**config.mk**
```make
export PLATFORM = sky130hd
export DESIGN_NAME = robot_mission_sequencer
export DESIGN_NICKNAME = d
export VERILOG_FILES = /design/src/rtl/rms_pkg.sv /design/src/rtl/robot_mission_sequencer.sv /design/src/rtl/rms_front.sv /design/src/rtl/rms_queue.sv /design/src/rtl/rms_back.sv
export SDC_FILE = /design/constraint.sdc
export NUM_CORES = 1
export LEC_CHECK = 0
export ABC_CLOCK_PERIOD_IN_PS = 3200
export BUFFER_PORTS_ARGS = -buffer_cell sky130_fd_sc_hd__buf_2
export CAP_MARGIN = 20
export CORE_MARGIN = 8
export CORE_UTILIZATION = 55
export DETAILED_ROUTE_END_ITERATION = 10
export GPL_TIMING_DRIVEN = 0
export MAX_ROUTING_LAYER = met4
export PLACE_DENSITY = 0.74
export SLEW_MARGIN = 5
export SYNTH_ARGS = -nofsm -noshare
export SYNTH_HDL_FRONTEND = slang
export SYNTH_SLANG_ARGS = --single-unit
```
**constraint.sdc**
```tcl
create_clock -name clk -period 3.2 [get_ports clk]
set_input_delay 0.8 -clock clk [delete_from_list [all_inputs] [get_ports clk]]
set_output_delay 0.8 -clock clk [all_outputs]
set_load 0.005 [all_outputs]
```
**src/rtl/rms_pkg.sv**
```systemverilog
// Shared types, codes and helpers for the robot mission sequencer.
// No dependencies; every rtl module imports this package.
`default_nettype none

package rms_pkg;

  // Highest navigation action code plus one; barcode actions at or above it are rejected.
  localparam int NAV_KINDS = 4;
  localparam int TURN_W    = 4;

  // Barcode characters.
  localparam logic [7:0] CH_A     = 8'h41;
  localparam logic [7:0] CH_Z     = 8'h5A;
  localparam logic [7:0] CH_QMARK = 8'h3F;

  // Event queue between front and back.
  localparam int QDEPTH = 2;
  localparam int QPW    = 1;
  localparam int QCW    = 2;

  localparam int ST_W = 10;

  // Mission state, one-hot.
  typedef enum logic [ST_W-1:0] {
    ST_BOOT      = 10'b00_0000_0001,
    ST_FOLLOW    = 10'b00_0000_0010,
    ST_JUNCTION  = 10'b00_0000_0100,
    ST_HUMP      = 10'b00_0000_1000,
    ST_OBST_STOP = 10'b00_0001_0000,
    ST_SCAN      = 10'b00_0010_0000,
    ST_BYPASS    = 10'b00_0100_0000,
    ST_SEARCH    = 10'b00_1000_0000,
    ST_STOPPED   = 10'b01_0000_0000,
    ST_FAULT     = 10'b10_0000_0000
  } st_t;

  // External state numbering.
  localparam logic [3:0] SN_BOOT      = 4'd0;
  localparam logic [3:0] SN_FOLLOW    = 4'd1;
  localparam logic [3:0] SN_JUNCTION  = 4'd2;
  localparam logic [3:0] SN_HUMP      = 4'd3;
  localparam logic [3:0] SN_OBST_STOP = 4'd4;
  localparam logic [3:0] SN_SCAN      = 4'd5;
  localparam logic [3:0] SN_BYPASS    = 4'd6;
  localparam logic [3:0] SN_SEARCH    = 4'd7;
  localparam logic [3:0] SN_STOPPED   = 4'd8;
  localparam logic [3:0] SN_FAULT     = 4'd9;

  // State groups used by the transition rules.
  localparam logic [ST_W-1:0] GRP_FOLLOW_HUMP = ST_FOLLOW | ST_HUMP;
  localparam logic [ST_W-1:0] GRP_RECOVER     = ST_JUNCTION | ST_OBST_STOP | ST_SCAN |
                                                ST_BYPASS | ST_SEARCH;
  localparam logic [ST_W-1:0] GRP_OBSTACLE    = ST_FOLLOW | ST_JUNCTION | ST_HUMP |
                                                ST_BYPASS | ST_SEARCH;
  localparam logic [ST_W-1:0] GRP_LOST        = ST_FOLLOW | ST_JUNCTION | ST_HUMP;

  typedef enum logic [3:0] {
    EV_START       = 4'd0,
    EV_BARCODE     = 4'd1,
    EV_JUNCTION    = 4'd2,
    EV_TURN_DONE   = 4'd3,
    EV_HUMP        = 4'd4,
    EV_HUMP_DONE   = 4'd5,
    EV_OBSTACLE    = 4'd6,
    EV_STOPPED     = 4'd7,
    EV_PROFILE     = 4'd8,
    EV_BYPASS_DONE = 4'd9,
    EV_LOST        = 4'd10,
    EV_REACQUIRED  = 4'd11,
    EV_STOP        = 4'd12,
    EV_RESUME      = 4'd13,
    EV_IMPACT      = 4'd14,
    EV_TIMEOUT     = 4'd15
  } evt_t;

  typedef enum logic [1:0] {
    RC_OK  = 2'd0,
    RC_IGN = 2'd1,
    RC_INV = 2'd2
  } rc_t;

  typedef enum logic [2:0] {
    MV_NONE   = 3'd0,
    MV_FOLLOW = 3'd1,
    MV_STOP   = 3'd2,
    MV_SLOW   = 3'd3,
    MV_NORMAL = 3'd4,
    MV_TURN   = 3'd5,
    MV_BYPASS = 3'd6,
    MV_SEARCH = 3'd7
  } mv_t;

  // Avoidance plans.
  localparam logic [2:0] PL_NONE     = 3'd0;
  localparam logic [2:0] PL_LEFT     = 3'd1;
  localparam logic [2:0] PL_RIGHT    = 3'd2;
  localparam logic [2:0] PL_REVERSE  = 3'd3;
  localparam logic [2:0] PL_CONTINUE = 3'd4;
  localparam logic [2:0] PL_STOP     = 3'd5;

  localparam logic [TURN_W-1:0] TURN_NONE = '0;

  // Classified event, front to back.
  typedef struct packed {
    evt_t              kind;
    logic [TURN_W-1:0] turn;
    logic              turn_ok;
    logic [7:0]        letter;
    logic              letter_ok;
    logic              rev;
    logic [2:0]        plan;
    logic              plan_ok;
    logic              exp_ok;
    st_t               exp_st;
  } ent_t;

  // One decision.
  typedef struct packed {
    rc_t               rc;
    logic [3:0]        prior;
    logic [3:0]        nstate;
    mv_t               mv;
    logic [TURN_W-1:0] turn;
    logic [2:0]        plan;
    logic              scan;
    logic              changed;
  } res_t;

  function automatic logic [3:0] state_num(input st_t s);
    logic [3:0] n;
    unique case (s)
      ST_BOOT:      n = SN_BOOT;
      ST_FOLLOW:    n = SN_FOLLOW;
      ST_JUNCTION:  n = SN_JUNCTION;
      ST_HUMP:      n = SN_HUMP;
      ST_OBST_STOP: n = SN_OBST_STOP;
      ST_SCAN:      n = SN_SCAN;
      ST_BYPASS:    n = SN_BYPASS;
      ST_SEARCH:    n = SN_SEARCH;
      ST_STOPPED:   n = SN_STOPPED;
      ST_FAULT:     n = SN_FAULT;
      default:      n = SN_BOOT;
    endcase
    return n;
  endfunction

  function automatic st_t num_state(input logic [3:0] n);
    st_t s;
    unique case (n)
      SN_BOOT:      s = ST_BOOT;
      SN_FOLLOW:    s = ST_FOLLOW;
      SN_JUNCTION:  s = ST_JUNCTION;
      SN_HUMP:      s = ST_HUMP;
      SN_OBST_STOP: s = ST_OBST_STOP;
      SN_SCAN:      s = ST_SCAN;
      SN_BYPASS:    s = ST_BYPASS;
      SN_SEARCH:    s = ST_SEARCH;
      SN_STOPPED:   s = ST_STOPPED;
      SN_FAULT:     s = ST_FAULT;
      default:      s = ST_BOOT;
    endcase
    return s;
  endfunction

  function automatic logic in_grp(input st_t s, input logic [ST_W-1:0] grp);
    return |(s & grp);
  endfunction

endpackage

`default_nettype wire

```
**src/rtl/robot_mission_sequencer.sv**
```systemverilog
// Robot mission sequencer top level: front classifier, event queue, back state machine.
// Depends on rms_pkg, rms_front, rms_queue and rms_back.
//
//   channel | direction | handshake           | beat
//   --------+-----------+---------------------+---------------------------------------
//   in      | to block  | in_valid / in_stall | event_kind, turn_action, code_letter,
//           |           |                     | code_reversed, plan_in, expired_state
//   out     | from block| out_valid/out_stall | result_code, prior_state, new_state,
//           |           |                     | motion_cmd, turn_out, plan_out,
//           |           |                     | scan_start, changed
//
// One event beat per cycle sustained while out_stall is low; each in beat gives
// exactly one out beat. Each event is registered in the queue, then in the result register.
// The rate is set by the back end's state update, one event per clock when not stalled.
// in_stall is high only while the two-entry queue is full, so the input side keeps
// moving while a finished result waits on out_stall.
// rst is synchronous: mission state and both saved states go to boot, the pending
// turn clears, the queue empties and out_valid drops.
`default_nettype none

module robot_mission_sequencer
  import rms_pkg::*;
(
  input  wire logic              clk,
  input  wire logic              rst,

  input  wire logic              in_valid,
  output logic                   in_stall,
  input  wire logic [3:0]        event_kind,
  input  wire logic [TURN_W-1:0] turn_action,
  input  wire logic [7:0]        code_letter,
  input  wire logic              code_reversed,
  input  wire logic [2:0]        plan_in,
  input  wire logic [3:0]        expired_state,

  output logic                   out_valid,
  input  wire logic              out_stall,
  output logic [1:0]             result_code,
  output logic [3:0]             prior_state,
  output logic [3:0]             new_state,
  output logic [2:0]             motion_cmd,
  output logic [TURN_W-1:0]      turn_out,
  output logic [2:0]             plan_out,
  output logic                   scan_start,
  output logic                   changed
);

  logic push;
  logic pop;
  logic q_valid;
  logic q_full;
  ent_t ent_in;
  ent_t ent_head;
  res_t res;

  // Front: classification of the argument fields (ranges, letter window).
  rms_front u_front (
    .in_valid      (in_valid),
    .in_stall      (in_stall),
    .event_kind    (event_kind),
    .turn_action   (turn_action),
    .code_letter   (code_letter),
    .code_reversed (code_reversed),
    .plan_in       (plan_in),
    .expired_state (expired_state),
    .q_full        (q_full),
    .push          (push),
    .ent           (ent_in)
  );

  // Decouples the input handshake from output back-pressure.
  rms_queue u_queue (
    .clk     (clk),
    .rst     (rst),
    .push    (push),
    .ent_in  (ent_in),
    .pop     (pop),
    .q_valid (q_valid),
    .q_full  (q_full),
    .ent_out (ent_head)
  );

  // Back: priority events, then per-state transitions; owns the result register.
  rms_back u_back (
    .clk       (clk),
    .rst       (rst),
    .q_valid   (q_valid),
    .ent       (ent_head),
    .pop       (pop),
    .out_valid (out_valid),
    .out_stall (out_stall),
    .res       (res)
  );

  assign result_code = res.rc;
  assign prior_state = res.prior;
  assign new_state   = res.nstate;
  assign motion_cmd  = res.mv;
  assign turn_out    = res.turn;
  assign plan_out    = res.plan;
  assign scan_start  = res.scan;
  assign changed     = res.changed;

  // changed flag agrees with the two state fields
  a_changed: assert property (@(posedge clk) disable iff (rst)
    out_valid |-> (changed == (prior_state != new_state)))
    else $error("changed flag disagrees with state fields");

  // a non-accepted event moves nothing
  a_reject_quiet: assert property (@(posedge clk) disable iff (rst)
    (out_valid && (result_code != RC_OK)) |->
      ((motion_cmd == MV_NONE) && !changed && (turn_out == TURN_NONE) &&
       (plan_out == PL_NONE) && !scan_start))
    else $error("rejected event produced an action");

  // scan only starts on the obstacle-stop to scan transition
  a_scan_entry: assert property (@(posedge clk) disable iff (rst)
    (out_valid && scan_start) |->
      ((prior_state == SN_OBST_STOP) && (new_state == SN_SCAN)))
    else $error("scan_start outside obstacle-stop exit");

  // a queue that has room never stalls the input
  a_stall_full: assert property (@(posedge clk) disable iff (rst)
    in_stall |-> q_full)
    else $error("input stalled with room in the queue");

endmodule

`default_nettype wire

```
**src/rtl/rms_front.sv**
```systemverilog
// Front end: takes event beats and classifies their arguments.
// Depends on rms_pkg; feeds rms_queue.
`default_nettype none

module rms_front
  import rms_pkg::*;
(
  input  wire logic              in_valid,
  output logic                   in_stall,
  input  wire logic [3:0]        event_kind,
  input  wire logic [TURN_W-1:0] turn_action,
  input  wire logic [7:0]        code_letter,
  input  wire logic              code_reversed,
  input  wire logic [2:0]        plan_in,
  input  wire logic [3:0]        expired_state,
  input  wire logic              q_full,
  output logic                   push,
  output ent_t                   ent
);

  assign in_stall = q_full;
  assign push     = in_valid && !q_full;

  always_comb begin
    ent.kind      = evt_t'(event_kind);
    ent.turn      = turn_action;
    ent.turn_ok   = {1'b0, turn_action} < (TURN_W + 1)'(NAV_KINDS);
    ent.letter    = code_letter;
    ent.letter_ok = (code_letter >= CH_A) && (code_letter <= CH_Z);
    ent.rev       = code_reversed;
    ent.plan      = plan_in;
    ent.plan_ok   = (plan_in <= PL_STOP);
    ent.exp_ok    = (expired_state <= SN_FAULT);
    ent.exp_st    = num_state(expired_state);
  end

endmodule

`default_nettype wire

```
**src/rtl/rms_queue.sv**
```systemverilog
// Two-entry event queue between front and back.
// Depends on rms_pkg.
`default_nettype none

module rms_queue
  import rms_pkg::*;
(
  input  wire logic clk,
  input  wire logic rst,
  input  wire logic push,
  input  wire ent_t ent_in,
  input  wire logic pop,
  output logic      q_valid,
  output logic      q_full,
  output ent_t      ent_out
);

  ent_t             entries [QDEPTH];
  logic [QPW-1:0]   wr_ptr;
  logic [QPW-1:0]   rd_ptr;
  logic [QCW-1:0]   count;
  logic [QCW-1:0]   count_next;

  assign q_valid = (count != '0);
  assign q_full  = (count == QCW'(QDEPTH));
  assign ent_out = entries[rd_ptr];

  always_comb begin
    count_next = count;
    if (push && !pop) begin
      count_next = count + 1'b1;
    end else if (pop && !push) begin
      count_next = count - 1'b1;
    end
  end

  always_ff @(posedge clk) begin
    if (rst) begin
      wr_ptr <= '0;
      rd_ptr <= '0;
      count  <= '0;
    end else begin
      count <= count_next;
      if (push) begin
        wr_ptr <= wr_ptr + 1'b1;
      end
      if (pop) begin
        rd_ptr <= rd_ptr + 1'b1;
      end
    end
  end

  always_ff @(posedge clk) begin
    if (push) begin
      entries[wr_ptr] <= ent_in;
    end
  end

endmodule

`default_nettype wire

```
**src/rtl/rms_back.sv**
```systemverilog
// Back end: mission state machine, saved states, pending turn, result register.
// Depends on rms_pkg; pops rms_queue.
`default_nettype none

module rms_back
  import rms_pkg::*;
(
  input  wire logic clk,
  input  wire logic rst,
  input  wire logic q_valid,
  input  wire ent_t ent,
  output logic      pop,
  output logic      out_valid,
  input  wire logic out_stall,
  output res_t      res
);

  st_t               st, st_next;
  st_t               sv_stop, sv_stop_next;
  st_t               sv_obs, sv_obs_next;
  logic [TURN_W-1:0] pend_turn, pend_turn_next;
  logic [7:0]        pend_letter, pend_letter_next;
  logic              pend_rev, pend_rev_next;
  logic              pend_flag, pend_flag_next;
  res_t              res_next;

  assign pop = q_valid && (!out_valid || !out_stall);

  always_comb begin
    rc_t               rc;
    mv_t               mv;
    logic [TURN_W-1:0] turn_o;
    logic [2:0]        plan_o;
    logic              scan_o;

    rc               = RC_IGN;
    mv               = MV_NONE;
    turn_o           = TURN_NONE;
    plan_o           = PL_NONE;
    scan_o           = 1'b0;
    st_next          = st;
    sv_stop_next     = sv_stop;
    sv_obs_next      = sv_obs;
    pend_turn_next   = pend_turn;
    pend_letter_next = pend_letter;
    pend_rev_next    = pend_rev;
    pend_flag_next   = pend_flag;

    unique case (ent.kind)
      EV_IMPACT: begin
        st_next = ST_FAULT;
        mv      = MV_STOP;
        rc      = RC_OK;
      end
      EV_STOP: begin
        mv = MV_STOP;
        rc = RC_OK;
        if (st != ST_FAULT) begin
          if (st != ST_STOPPED) begin
            sv_stop_next = st;
          end
          st_next = ST_STOPPED;
        end
      end
      EV_RESUME: begin
        if (st == ST_STOPPED) begin
          if (in_grp(sv_stop, GRP_FOLLOW_HUMP)) begin
            st_next = ST_FOLLOW;
            mv      = MV_FOLLOW;
            rc      = RC_OK;
          end else if (in_grp(sv_stop, GRP_RECOVER)) begin
            st_next = ST_SEARCH;
            mv      = MV_SEARCH;
            rc      = RC_OK;
          end
        end
      end
      EV_TIMEOUT: begin
        if (!ent.exp_ok) begin
          rc = RC_INV;
        end else if ((ent.exp_st == st) && in_grp(st, GRP_RECOVER)) begin
          st_next = ST_FAULT;
          mv      = MV_STOP;
          rc      = RC_OK;
        end
      end
      EV_BARCODE: begin
        if (!ent.turn_ok) begin
          rc = RC_INV;
        end else if (in_grp(st, GRP_FOLLOW_HUMP) && ent.letter_ok &&
                     (ent.turn != TURN_NONE)) begin
          pend_turn_next   = ent.turn;
          pend_letter_next = ent.letter;
          pend_rev_next    = ent.rev;
          pend_flag_next   = 1'b1;
          rc               = RC_OK;
        end
      end
      EV_OBSTACLE: begin
        if (in_grp(st, GRP_OBSTACLE)) begin
          sv_obs_next = st;
          st_next     = ST_OBST_STOP;
          mv          = MV_STOP;
          rc          = RC_OK;
        end
      end
      EV_LOST: begin
        if (in_grp(st, GRP_LOST)) begin
          st_next = ST_SEARCH;
          mv      = MV_SEARCH;
          rc      = RC_OK;
        end
      end
      EV_START: begin
        if (st == ST_BOOT) begin
          st_next = ST_FOLLOW;
          mv      = MV_FOLLOW;
          rc      = RC_OK;
        end
      end
      EV_JUNCTION: begin
        if (st == ST_FOLLOW) begin
          rc = RC_OK;
          if (!pend_flag) begin
            // junction with no turn on record
            st_next = ST_FAULT;
            mv      = MV_STOP;
          end else begin
            st_next        = ST_JUNCTION;
            mv             = MV_TURN;
            turn_o         = pend_turn;
            pend_turn_next = TURN_NONE;
            pend_flag_next = 1'b0;
          end
        end
      end
      EV_HUMP: begin
        if (st == ST_FOLLOW) begin
          st_next = ST_HUMP;
          mv      = MV_SLOW;
          rc      = RC_OK;
        end
      end
      EV_TURN_DONE: begin
        if (st == ST_JUNCTION) begin
          st_next = ST_FOLLOW;
          mv      = MV_FOLLOW;
          rc      = RC_OK;
        end
      end
      EV_HUMP_DONE: begin
        if (st == ST_HUMP) begin
          st_next = ST_FOLLOW;
          mv      = MV_NORMAL;
          rc      = RC_OK;
        end
      end
      EV_STOPPED: begin
        if (st == ST_OBST_STOP) begin
          st_next = ST_SCAN;
          scan_o  = 1'b1;
          rc      = RC_OK;
        end
      end
      EV_PROFILE: begin
        if (st == ST_SCAN) begin
          if (!ent.plan_ok) begin
            rc = RC_INV;
          end else if ((ent.plan == PL_LEFT) || (ent.plan == PL_RIGHT) ||
                       (ent.plan == PL_REVERSE)) begin
            st_next = ST_BYPASS;
            mv      = MV_BYPASS;
            plan_o  = ent.plan;
            rc      = RC_OK;
          end else if (ent.plan == PL_CONTINUE) begin
            rc = RC_OK;
            if (sv_obs == ST_FOLLOW) begin
              st_next = ST_FOLLOW;
              mv      = MV_FOLLOW;
            end else begin
              st_next = ST_SEARCH;
              mv      = MV_SEARCH;
            end
          end else if (ent.plan == PL_STOP) begin
            sv_stop_next = ST_SCAN;
            st_next      = ST_STOPPED;
            mv           = MV_STOP;
            rc           = RC_OK;
          end
        end
      end
      EV_BYPASS_DONE: begin
        if (st == ST_BYPASS) begin
          st_next = ST_SEARCH;
          mv      = MV_SEARCH;
          rc      = RC_OK;
        end
      end
      EV_REACQUIRED: begin
        if (st == ST_SEARCH) begin
          st_next = ST_FOLLOW;
          mv      = MV_FOLLOW;
          rc      = RC_OK;
        end
      end
      default: begin
        rc = RC_IGN;
      end
    endcase

    res_next.rc      = rc;
    res_next.prior   = state_num(st);
    res_next.nstate  = state_num(st_next);
    res_next.mv      = mv;
    res_next.turn    = turn_o;
    res_next.plan    = plan_o;
    res_next.scan    = scan_o;
    res_next.changed = (st_next != st);
  end

  always_ff @(posedge clk) begin
    if (rst) begin
      st          <= ST_BOOT;
      sv_stop     <= ST_BOOT;
      sv_obs      <= ST_BOOT;
      pend_turn   <= TURN_NONE;
      pend_letter <= CH_QMARK;
      pend_rev    <= 1'b0;
      pend_flag   <= 1'b0;
      out_valid   <= 1'b0;
    end else begin
      if (pop) begin
        st          <= st_next;
        sv_stop     <= sv_stop_next;
        sv_obs      <= sv_obs_next;
        pend_turn   <= pend_turn_next;
        pend_letter <= pend_letter_next;
        pend_rev    <= pend_rev_next;
        pend_flag   <= pend_flag_next;
        out_valid   <= 1'b1;
      end else if (!out_stall) begin
        out_valid <= 1'b0;
      end
    end
  end

  always_ff @(posedge clk) begin
    if (pop) begin
      res <= res_next;
    end
  end

endmodule

`default_nettype wire

```
==> results.py, run 1 <==
metrics = {
    "outcome": {
        "status": "finished with violations",
        "violations": "setup timing",
    },
    "worst_setup_path": {
        "crit_arrival_ps": 3510,
        "cpMaxStageDelayCell": "a2111oi_4",
        "endpoint_kind": "flip-flop",
        "required_ps": 3400,
        "start_kind": "flip-flop",
        "crit_type": "reg2reg",
        "cp_slowest_stage_delay_ps": 500,
        "crit_chain": "buf_8 > mux2_4 > or3_4 > a2111oi_4 > a31o_4 > nand4_1 > a2111oi_4 > nand4_1 > nor4_2 > a41o_1",
        "crit_fanout": 6,
    },
    "floorplan": {
        "coreArea_um2": 11200,
        "num_io_pins": 52,
        "die_h_um": 122,
        "die-width_um": 122,
        "rows": 39,
        "die-area_um2": 15000,
        "start_util_pct": 55.5,
    },
    "pwr": {
        "power_density_nw_per_um2": 885,
        "combPwrFrac_pct": 53.5,
        "sw_frac_of_total_pct": 43.3,
        "ir_drop_v": 0.000606,
        "internal_power_mw": 3.87,
        "power.net_switching_mw": 2.96,
        "seq_power_share_pct": 30.5,
        "clock_power_share_pct": 16.0,
        "power.leakage_nw": 2.78,
    },
    "logic_synthesis": {
        "synth_area_leader_cell": "edfxtp_1",
        "synth.top_cells.by_count": "nor2_1 (80), edfxtp_1 (72), nand2_1 (49)",
        "netlist_area_um2": 6220,
        "syn_area_per_cell_um2": 10.1,
        "synth_most_common_cell": "nor2_1",
        "async_flop_share_pct": 0,
        "synth_top_area_share_pct": 34.7,
        "synth_cell_type_count": 94,
        "synth-edff-count": 72,
        "synth_ff_type": "edfxtp_1",
        "ys_seq_area_share_pct": 47.0,
        "synth_warnings": 0,
        "synth_seq_cells": 110,
        "syn-instance-count": 615,
        "synth_area_leaders": "edfxtp_1 (35%), dfxtp_1 (12%), nor2_1 (4.8%)",
        "syn_nets": 644,
    },
    "detailed_routing": {
        "dr.max_layer_used": "met4",
        "wl_met3_um": 1680,
        "dr.pass1.iters": 7,
        "num_vias": 5669,
        "drc_errors": 0,
        "drt-total-wl_um": 19900,
        "drt_iter0_drc": 550,
        "met2_length_um": 9520,
        "ant_nets": 0,
        "vias_per_cell": 6.67,
        "wl_per_cell_um": 23.5,
        "m1WireLength_um": 8020,
    },
    "sta": {
        "rsz0062_at_grt": "true",
        "fin_skew_ps": 10.5,
        "maxSlewViolCount": 0,
        "worst_slew_pin_slew_ps": 863,
        "layout_setup_ws_ps": -106,
        "finalHoldViolations": 0,
        "final-setup-viol-count": 4,
        "max_slew_margin_pct": 42.5,
        "hold-worst-slack_ps": 462,
        "fmax_ghz": 0.302,
        "post-route-period-util_pct": 103,
        "finalCriticalPeriod_ps": 3310,
    },
    "layout": {
        "ff_latch_area_um2": 2930,
        "final_area_um2": 7710,
        "drive_above_1_share_pct": 32.5,
        "fill_cells": 845,
        "diodes": 0,
        "multi_input_area_um2": 3560,
        "areaGrowthSynthToFinish_pct": 23.9,
        "nets": 731,
    },
    "grt": {
        "antenna_found_initial": 0,
        "gr-total-overflow": 0,
        "grt_pass1_vias": 5464,
        "grt_max_degree": 32,
        "grt_first_pass_wirelength_um": 29800,
        "grt_usage_pct": 26.9,
    },
    "placed_design": {
        "gp_congestion": 1.04,
        "hpwl_um": 14200,
        "placed_area_um2": 6690,
        "port_buffers": 49,
    },
    "cts": {
        "cts-root-buf": "clkbuf_16",
        "numClockSinks": 110,
        "clk_latency_ps": 350,
        "cts_buffers": 9,
        "htree_levels": 3,
        "path_clk_slew_ps": 80,
        "clockBufferDepth": 2,
        "cts_tree": "built",
    },
    "flow_run": {
        "drv_cap": 0,
    },
    "hold_path": {
        "holdCritPathClass": "reg2reg",
    },
}
[final cells by class]
| type | instances | area share [%] |
|---|---|---|
| Buffer | 25 | 2.61 |
| Clock buffer | 10 | 2.97 |
| Clock inverter | 6 | 0.682 |
| Inverter | 12 | 0.584 |
| Multi-Input combinational cell | 465 | 46.2 |
| Sequential cell | 110 | 38.1 |
| Tap cell | 143 | 2.32 |
| Timing Repair Buffer | 79 | 6.62 |
[metrics by stage]
step | setup TNS (ps) | util [%] | setup WS (ps) | std cells | power [mW]
6_report | -231 | 68.7 | -106 | 850 | 6.82
5_1_grt | -460 | 68.7 | -119 | 850 | 7.07
3_3_place_gp | -3310 | 59.2 | -468 | 807 | 4.94
2_1_floorplan | 0 | - | 300 | 615 | 4.07
3_5_place_dp | -2370 | 59.6 | -478 | 810 | 4.99
4_1_cts | -31.8 | 65.9 | -31.8 | 839 | 6.43
[flip-flops by register name, summed over array words and instances (netlist names), named ones only]
name,cells
u_back.out_valid,1
u_back.sv_stop,7
u_queue.wr_ptr,1
u_queue.count,2
u_back.pend_turn,4
u_back.sv_obs,10
u_back.pend_flag,1
u_back.res,22
u_queue.entries,50
u_back.st,10
u_queue.rd_ptr,1
[worst paths after layout]
path | from | endpoint | slack (ps) | cells after the start
worst min register to register | u_back.sv_obs[7]$_SDFFE_PP0P_ | u_back.sv_obs[7]$_SDFFE_PP0P_ | 460 | 2
worst max-delay path | flip-flop | u_back.res[12]$_DFFE_PP_ | -110 | 10
worst max register to register | flip-flop | u_back.res[12]$_DFFE_PP_ | -110 | 10
worst min-delay path | u_back.sv_obs[7]$_SDFFE_PP0P_ | u_back.sv_obs[7]$_SDFFE_PP0P_ | 460 | 2
[kinds of logic after synthesis]
logic type	count (synthesis)	synth area share, %
buffers and inverters	40	3.70
AOI/OAI and AO/OA	134	17.0
adders and majority gates	1	0.201
DFF	110	47.0
and+or+nand+nor	289	25.7
xor gates and xnor gates	16	2.25
muxes	24	4.06
other	1	0.0602
[critical path: cells and delay by family (launching register included)]
kind            cells  cell delay, ps
flops               1             380
mux                 1             320
simple gates        4            1040
buf+inv             1             130
compound gates      4            1270
[layer usage]
layer  GRT usage [%]  vias to the layer above
met4            12.9                        0
met5               -                        -
met3            5.38                       73
met2            42.3                      336
li1                -                     2528
met1            32.5                     2732
[cells in the final DEF (no fill, tap or decap), drive strengths merged, types with 7 or more instances in the layout]
master	netlist	layout
inv	12	17
buf	15	92
nand2b	8	8
nand4	11	11
and2	10	10
dfxtp	38	38
or4	10	10
edfxtp	72	72
nor2	80	80
a211oi	10	10
nor3b	9	9
clkbuf	13	21
and3	10	10
or2	9	9
o21ai	18	18
xnor2	12	12
nor4	13	13
nor3	33	33
nand3	13	13
mux2i	17	17
a2111oi	7	7
a21oi	37	37
o22ai	9	9
mux2	7	7
nand2	50	50
[power by group through the flow]
stage | combinational [mW] | sequential, mW | clock [mW]
final | 3.65 | 2.08 | 1.09
after global routing | 3.82 | 2.11 | 1.14
after CTS | 3.28 | 2.06 | 1.09
after detailed placement | 2.92 | 2.07 | 0
after global placement | 2.87 | 2.07 | 0
after floorplan | 2.01 | 2.06 | 0
[timing repair]
| item | CTS | global route |
|---|---|---|
| gates cloned | 1 | 0 |
| hold buffers | 0 | 0 |
| setup buffers | 14 | 12 |
| gates resized for setup | 65 | 47 |
| setup endpoints to repair | 12 | 14 |
| pin swaps | 16 | 23 |
| hold endpoints to repair | 0 | 0 |
No activity file was read; power rests on OpenSTA's default activity.
==> run 2: changes to the inputs <==
ABC_AREA = 1   (was default)
BUFFER_PORTS_ARGS = -buffer_cell sky130_fd_sc_hd__buf_4   (was -buffer_cell sky130_fd_sc_hd__buf_2)
==> run 2 against run 1 <==
The flow now finishes without violations. Worst hold slack improved by 12 ps. Clock power decreased by 26%. Cell count increased by 20%. Sequential cell count unchanged. Register-to-register slack improved by 280 ps. Worst setup slack improved by 280 ps. Core utilization decreased by 4.8 points. Maximum frequency increased by 9.2%. Via count increased by 1.1%. Largest power group unchanged.
==> results.py, run 2 <==
metrics = {
    "logic_synthesis": {
        "netlist_area_um2": 6120,
        "synth_seq_cells": 110,
        "synth_cell_type_count": 44,
        "synth_warnings": 0,
        "synth-edff-count": 72,
        "syn_nets": 839,
        "synth.top_cells.by_count": "nand2_1 (224), nor2_1 (102), inv_1 (94)",
        "synth_ff_type": "edfxtp_1",
        "syn-instance-count": 810,
        "ys_seq_area_share_pct": 47.7,
        "syn_area_per_cell_um2": 7.56,
        "synth_area_leader_cell": "edfxtp_1",
        "synth_area_leaders": "edfxtp_1 (35%), nand2_1 (14%), dfxtp_1 (12%)",
        "synth_most_common_cell": "nand2_1",
        "async_flop_share_pct": 0,
        "synth_top_area_share_pct": 35.3,
    },
    "grt": {
        "grtUsageMet1_pct": 31.3,
        "gr-total-overflow": 0,
        "grt_pass1_vias": 5510,
        "grt_max_degree": 32,
        "grt.busiest_layer": "met2",
        "met3_usage_pct": 6.56,
        "grt_first_pass_wirelength_um": 28800,
        "met2_usage_pct": 41.6,
        "antenna_found_initial": 0,
        "grt_usage_pct": 26.4,
    },
    "layout": {
        "nets": 904,
        "final_cell_mix": "nand2_1 (224), nor2_1 (99), inv_1 (94)",
        "top_register": "u_queue.entries",
        "fill_cells": 983,
        "areaGrowthSynthToFinish_pct": 13.1,
        "top_regs": "u_queue.entries: 50 flops, u_back.res: 22 flops",
        "largest_reg_flops": 50,
        "drive_above_1_share_pct": 15.1,
        "diodes": 0,
        "layout_commonest_cell": "nand2_1",
        "postLayoutCoreUtil_pct": 63.9,
    },
    "floorplan": {
        "rows": 38,
        "coreArea_um2": 10800,
        "num_io_pins": 52,
        "die-area_um2": 14800,
        "die-width_um": 122,
        "die_h_um": 122,
        "start_util_pct": 56.5,
    },
    "sta": {
        "rsz0062_at_grt": "false",
        "layout_setup_ws_ps": 171,
        "fmax_ghz": 0.330,
        "max_slew_margin_pct": 33.9,
        "final-setup-viol-count": 0,
        "maxSlewViolCount": 0,
        "post-route-period-util_pct": 94.7,
        "worst_slew_pin_slew_ps": 984,
        "fin_skew_ps": 14.3,
        "finalCriticalPeriod_ps": 3030,
        "finalHoldViolations": 0,
    },
    "worst_setup_path": {
        "crit_type": "reg2reg",
        "crit_fanout": 9,
        "rr_worst_depth": 17,
        "rr_endpoint": "u_back.res[12]$_DFFE_PP_",
        "r2r-start": "u_back.st[8]$_SDFFE_PP0P_",
        "start_kind": "flip-flop",
        "crit_arrival_ps": 3180,
        "cp_slowest_stage_delay_ps": 580,
        "cpMostUsedCell": "nand2_1",
        "cpMaxStageDelayCell": "dfxtp_1",
        "required_ps": 3350,
        "endpoint_kind": "flip-flop",
        "rrSetupSlack_ps": 170,
        "crit_chain": "clkinvlp_4 > nand2_1 > nor2_2 > nand3_1 > nor2_1 > nand2_1 > nand2_1 > nand2_1 > inv_2 > nand3_1 > nand2_1 > nand2_1 > inv_1 > nand3_1 > nor2_1 > nand3_1 > nand4_1",
    },
    "detailed_routing": {
        "dr.pass1.iters": 5,
        "drc_errors": 0,
        "drt-total-wl_um": 18300,
        "vias_per_cell": 5.62,
        "wl_per_cell_um": 18.0,
        "num_vias": 5732,
        "ant_nets": 0,
        "drt_iter0_drc": 701,
    },
    "outcome": {
        "status": "completed",
    },
    "hold_path": {
        "hold_end": "u_back.pend_turn[3]$_SDFFE_PP0P_",
        "holdCritPathClass": "reg2reg",
        "min_path_cells": 2,
        "min_from": "u_back.pend_turn[3]$_SDFFE_PP0P_",
    },
    "cts": {
        "cts_tree": "built",
        "path_clk_slew_ps": 110,
        "clockBufferDepth": 2,
        "cts-root-buf": "clkbuf_8",
        "cts_buffers": 9,
        "clk_latency_ps": 410,
        "numClockSinks": 110,
        "htree_levels": 3,
    },
    "pwr": {
        "power_density_nw_per_um2": 931,
        "power.leakage_nw": 3.21,
        "ir_drop_v": 0.000549,
        "total_power_mw": 6.44,
    },
    "placed_design": {
        "dp_slack_ps": 100,
        "hpwl_um": 14300,
        "gp_congestion": 0.994,
        "port_buffers": 50,
    },
    "flow_run": {
        "drv_cap": 0,
    },
}
[run 2: cell type report]
class	count	area (um^2)	area share [%]
repair buffers	54	405	5.85
flip-flops and latches	110	2920	42.2
clock inverters	6	55.1	0.795
multi-input cells	575	2700	39.0
inverters	104	402	5.80
clock buffers	10	129	1.86
well taps	140	175	2.53
plain buffers	21	135	1.95
[run 2: cells by family after synthesis]
kind of cell    Yosys count  share of synthesized area (%)
fa+ha+maj                 1                          0.204
compound gates          119                           10.7
simple gates            450                           32.1
flops                   110                           47.7
xor+xnor                  2                          0.286
buf+inv                 125                           8.56
mux                       2                          0.327
other cells               1                         0.0612
[run 2: metrics by stage]
| step | setup TNS (ps) | cells | hold WS [ps] | area, um^2 |
|---|---|---|---|---|
| final | 0 | 1020 | 474 | 6920 |
| after global routing | 0 | 1020 | 495 | 6920 |
| after CTS | 0 | 1016 | 476 | 6880 |
| after detailed placement | 0 | 1000 | 459 | 6690 |
| after global placement | -2300 | 1000 | 437 | 6680 |
| after floorplan | 0 | 810 | 426 | 6120 |
[run 2: timing repair]
action / CTS / global route
hold buffers: 0 / 0
buffers inserted: 0 / 4
resized for setup: 0 / 6
setup endpoints to repair: 0 / 6
[run 2: routing by layer]
metal | vias up | share of wire, % | wire length [um]
li1 | 2794 | - | -
met1 | 2663 | 41 | 7590
met2 | 236 | 48 | 8730
met3 | 39 | 7.9 | 1440
met4 | 0 | 3.1 | 565
met5 | - | 0 | 0
[run 2: worst max-delay path by stage]
stage	endpoint	startpoint	slack, ps
global route	u_back.res[12]$_DFFE_PP_	u_back.st[8]$_SDFFE_PP0P_	20
detailed placement	u_back.res[0]$_DFFE_PP_	u_back.st[8]$_SDFFE_PP0P_	100
floorplan	u_queue.entries[1][0]$_DFFE_PP_	in_valid	760
CTS	u_back.res[0]$_DFFE_PP_	u_back.st[8]$_SDFFE_PP0P_	100
global placement	flip-flop	out_stall	-80
finish	u_back.res[12]$_DFFE_PP_	u_back.st[8]$_SDFFE_PP0P_	170
[run 2: power by group]
group / switching (mW) / internal [mW] / total (mW) / leakage (nW)
Sequential: 0.184 / 1.93 / 2.11 / 0.998
Combinational: 2.41 / 1.12 / 3.52 / 2.11
Clock: 0.507 / 0.302 / 0.808 / 0.101
[run 2: critical path, delay by kind of cell, from the launching register on]
kind	cells	cell delay, ps
buf+inv	3	530
flops	1	580
simple gates	14	1650
==> run 3: changes to the inputs <==
MAX_ROUTING_LAYER = default   (was met4)
==> run 3 against run 2 <==
Critical path depth down 1. Die area unchanged. Register-to-register slack about the same.
==> results.py, run 3 (synthesis gave the netlist of run 2 again) <==
metrics = {
    "grt": {
        "met3_usage_pct": 6.24,
        "grt_first_pass_wirelength_um": 29400,
        "antenna_found_initial": 0,
        "grt_max_degree": 32,
        "grtUsageMet1_pct": 32.7,
        "grt_pass1_vias": 5510,
        "grt_usage_pct": 26.2,
        "gr-total-overflow": 0,
        "met2_usage_pct": 42.6,
        "grt.busiest_layer": "met2",
    },
    "cts": {
        "path_clk_slew_ps": 110,
        "clockBufferDepth": 2,
        "cts_tree": "built",
        "cts_hold_buf": 0,
        "htree_levels": 3,
        "cts-root-buf": "clkbuf_8",
        "cts_buffers": 9,
        "numClockSinks": 110,
        "clk_latency_ps": 400,
    },
    "floorplan": {
        "num_io_pins": 52,
        "coreArea_um2": 10800,
        "die_h_um": 122,
        "die-width_um": 122,
        "start_util_pct": 56.5,
        "rows": 38,
        "die-area_um2": 14800,
    },
    "sta": {
        "worst_slew_pin_slew_ps": 1010,
        "fin_skew_ps": 11.2,
        "fmax_ghz": 0.331,
        "final-setup-viol-count": 0,
        "finalHoldViolations": 0,
        "post-route-period-util_pct": 94.3,
        "layout_setup_ws_ps": 181,
        "max_slew_margin_pct": 31.9,
        "maxSlewViolCount": 0,
        "rsz0062_at_grt": "false",
        "finalCriticalPeriod_ps": 3020,
    },
    "placed_design": {
        "gp_congestion": 0.959,
        "place_inst": 1002,
        "hpwl_um": 14800,
        "port_buffers": 50,
        "dp_slack_ps": 227,
    },
    "hold_path": {
        "holdCritPathClass": "reg2reg",
        "min_path_cells": 2,
        "min_from": "u_back.pend_turn[1]$_SDFFE_PP0P_",
    },
    "layout": {
        "ff_latch_area_um2": 2920,
        "nets": 905,
        "drive_above_1_share_pct": 15.1,
        "top_regs": "u_queue.entries: 50 flops, u_back.res: 22 flops",
        "top_register": "u_queue.entries",
        "diodes": 0,
        "layout_commonest_cell": "nand2_1",
        "multi_input_area_um2": 2690,
        "final_cell_mix": "nand2_1 (224), nor2_1 (100), inv_1 (93)",
        "largest_reg_flops": 50,
        "postLayoutCoreUtil_pct": 64.1,
        "instances_no_fill": 1021,
        "areaGrowthSynthToFinish_pct": 13.4,
        "fill_cells": 963,
    },
    "worst_setup_path": {
        "start_kind": "flip-flop",
        "required_ps": 3340,
        "cpMaxStageDelayCell": "o21ai_0",
        "crit_family": "simple AND/OR/NAND/NOR gates",
        "cp_slowest_stage_delay_ps": 410,
        "endpoint_kind": "flip-flop",
        "cpMostUsedCell": "nand2_1",
        "rr_worst_depth": 16,
        "crit_fanout": 10,
        "crit_arrival_ps": 3160,
        "crit_type": "reg2reg",
        "path_buf_inv": 5,
        "crit_chain": "buf_6 > inv_2 > buf_6 > nand2_1 > nand2_1 > nand2_1 > nor2_2 > nand2_1 > nor2_1 > inv_1 > o21ai_0 > inv_1 > nand2_1 > o22ai_1 > a21oi_1 > nand3_1",
        "cp_num_cells": 16,
    },
    "detailed_routing": {
        "vias_per_cell": 5.61,
        "drt-total-wl_um": 18900,
        "drc_errors": 0,
        "drt_iter0_drc": 547,
        "wl_per_cell_um": 18.6,
        "num_vias": 5728,
        "ant_nets": 0,
        "dr.pass1.iters": 5,
    },
    "pwr": {
        "ir_drop_v": 0.000614,
        "power_density_nw_per_um2": 933,
        "total_power_mw": 6.48,
        "power.leakage_nw": 3.21,
    },
    "outcome": {
        "status": "completed",
    },
    "flow_run": {
        "drv_cap": 0,
    },
}
==> run 3: changes by cell type in the layout (fill, tap and decap cells not counted), sizes merged <==
| cell | previous run | this run |
|---|---|---|
| inv | 106 | 103 |
| buf | 67 | 68 |
| clkinv | 1 | 2 |
| clkinvlp | 3 | 5 |
==> run 3: where the power goes <==
group | internal, mW | leakage (nW) | total, mW | switching, mW
Clock | 0.304 | 0.0905 | 0.821 | 0.517
Combinational | 1.12 | 2.12 | 3.54 | 2.43
Sequential | 1.93 | 0.998 | 2.11 | 0.185
==> run 3: final timing paths <==
kind | slack, ps | to
max | 180 | u_back.res[0]$_DFFE_PP_
min | 470 | u_back.pend_turn[1]$_SDFFE_PP0P_
max reg2reg | 180 | u_back.res[0]$_DFFE_PP_
min reg2reg | 470 | u_back.pend_turn[1]$_SDFFE_PP0P_
==> run 3: worst min-delay path, stage by stage, from the launching register on <==
cell     delay [ps]
dfxtp_1         320
nand2_1          60
a21oi_1          50
==> run 3: area by class of cell <==
class                      instances  share of cell area [%]
sequential                       110                    42.1
multi-input combinational        575                    38.7
clock buffer                      10                    1.84
clock inverter                     6                   0.973
buffer                            21                    1.95
inverter                         104                    5.78
tap                              140                    2.52
timing repair buffer              55                    6.16
==> run 3: repair_timing <==
item / 4_1_cts / 5_1_grt
setup buffers: 0 / 3
endpoints found under the setup margin: 0 / 5
resized for setup: 0 / 4
==> run 3: stage by stage <==
step                hold WS, ps  TNS (ps)  instance area (um^2)
finish                      471         0                  6950
global route                493         0                  6950
CTS                         468         0                  6910
detailed placement          454         0                  6710
global placement            436      -139                  6680
floorplan                   426         0                  6120
==> run 3: routing by layer <==
metal  routed length [um]  part of all wire (%)  vias up
met5                    0                     0        -
met4                  710                   3.7        0
met3                 1330                   7.0       45
met2                 8910                    47      247
met1                 7990                    42     2650
li1                     -                     -     2786
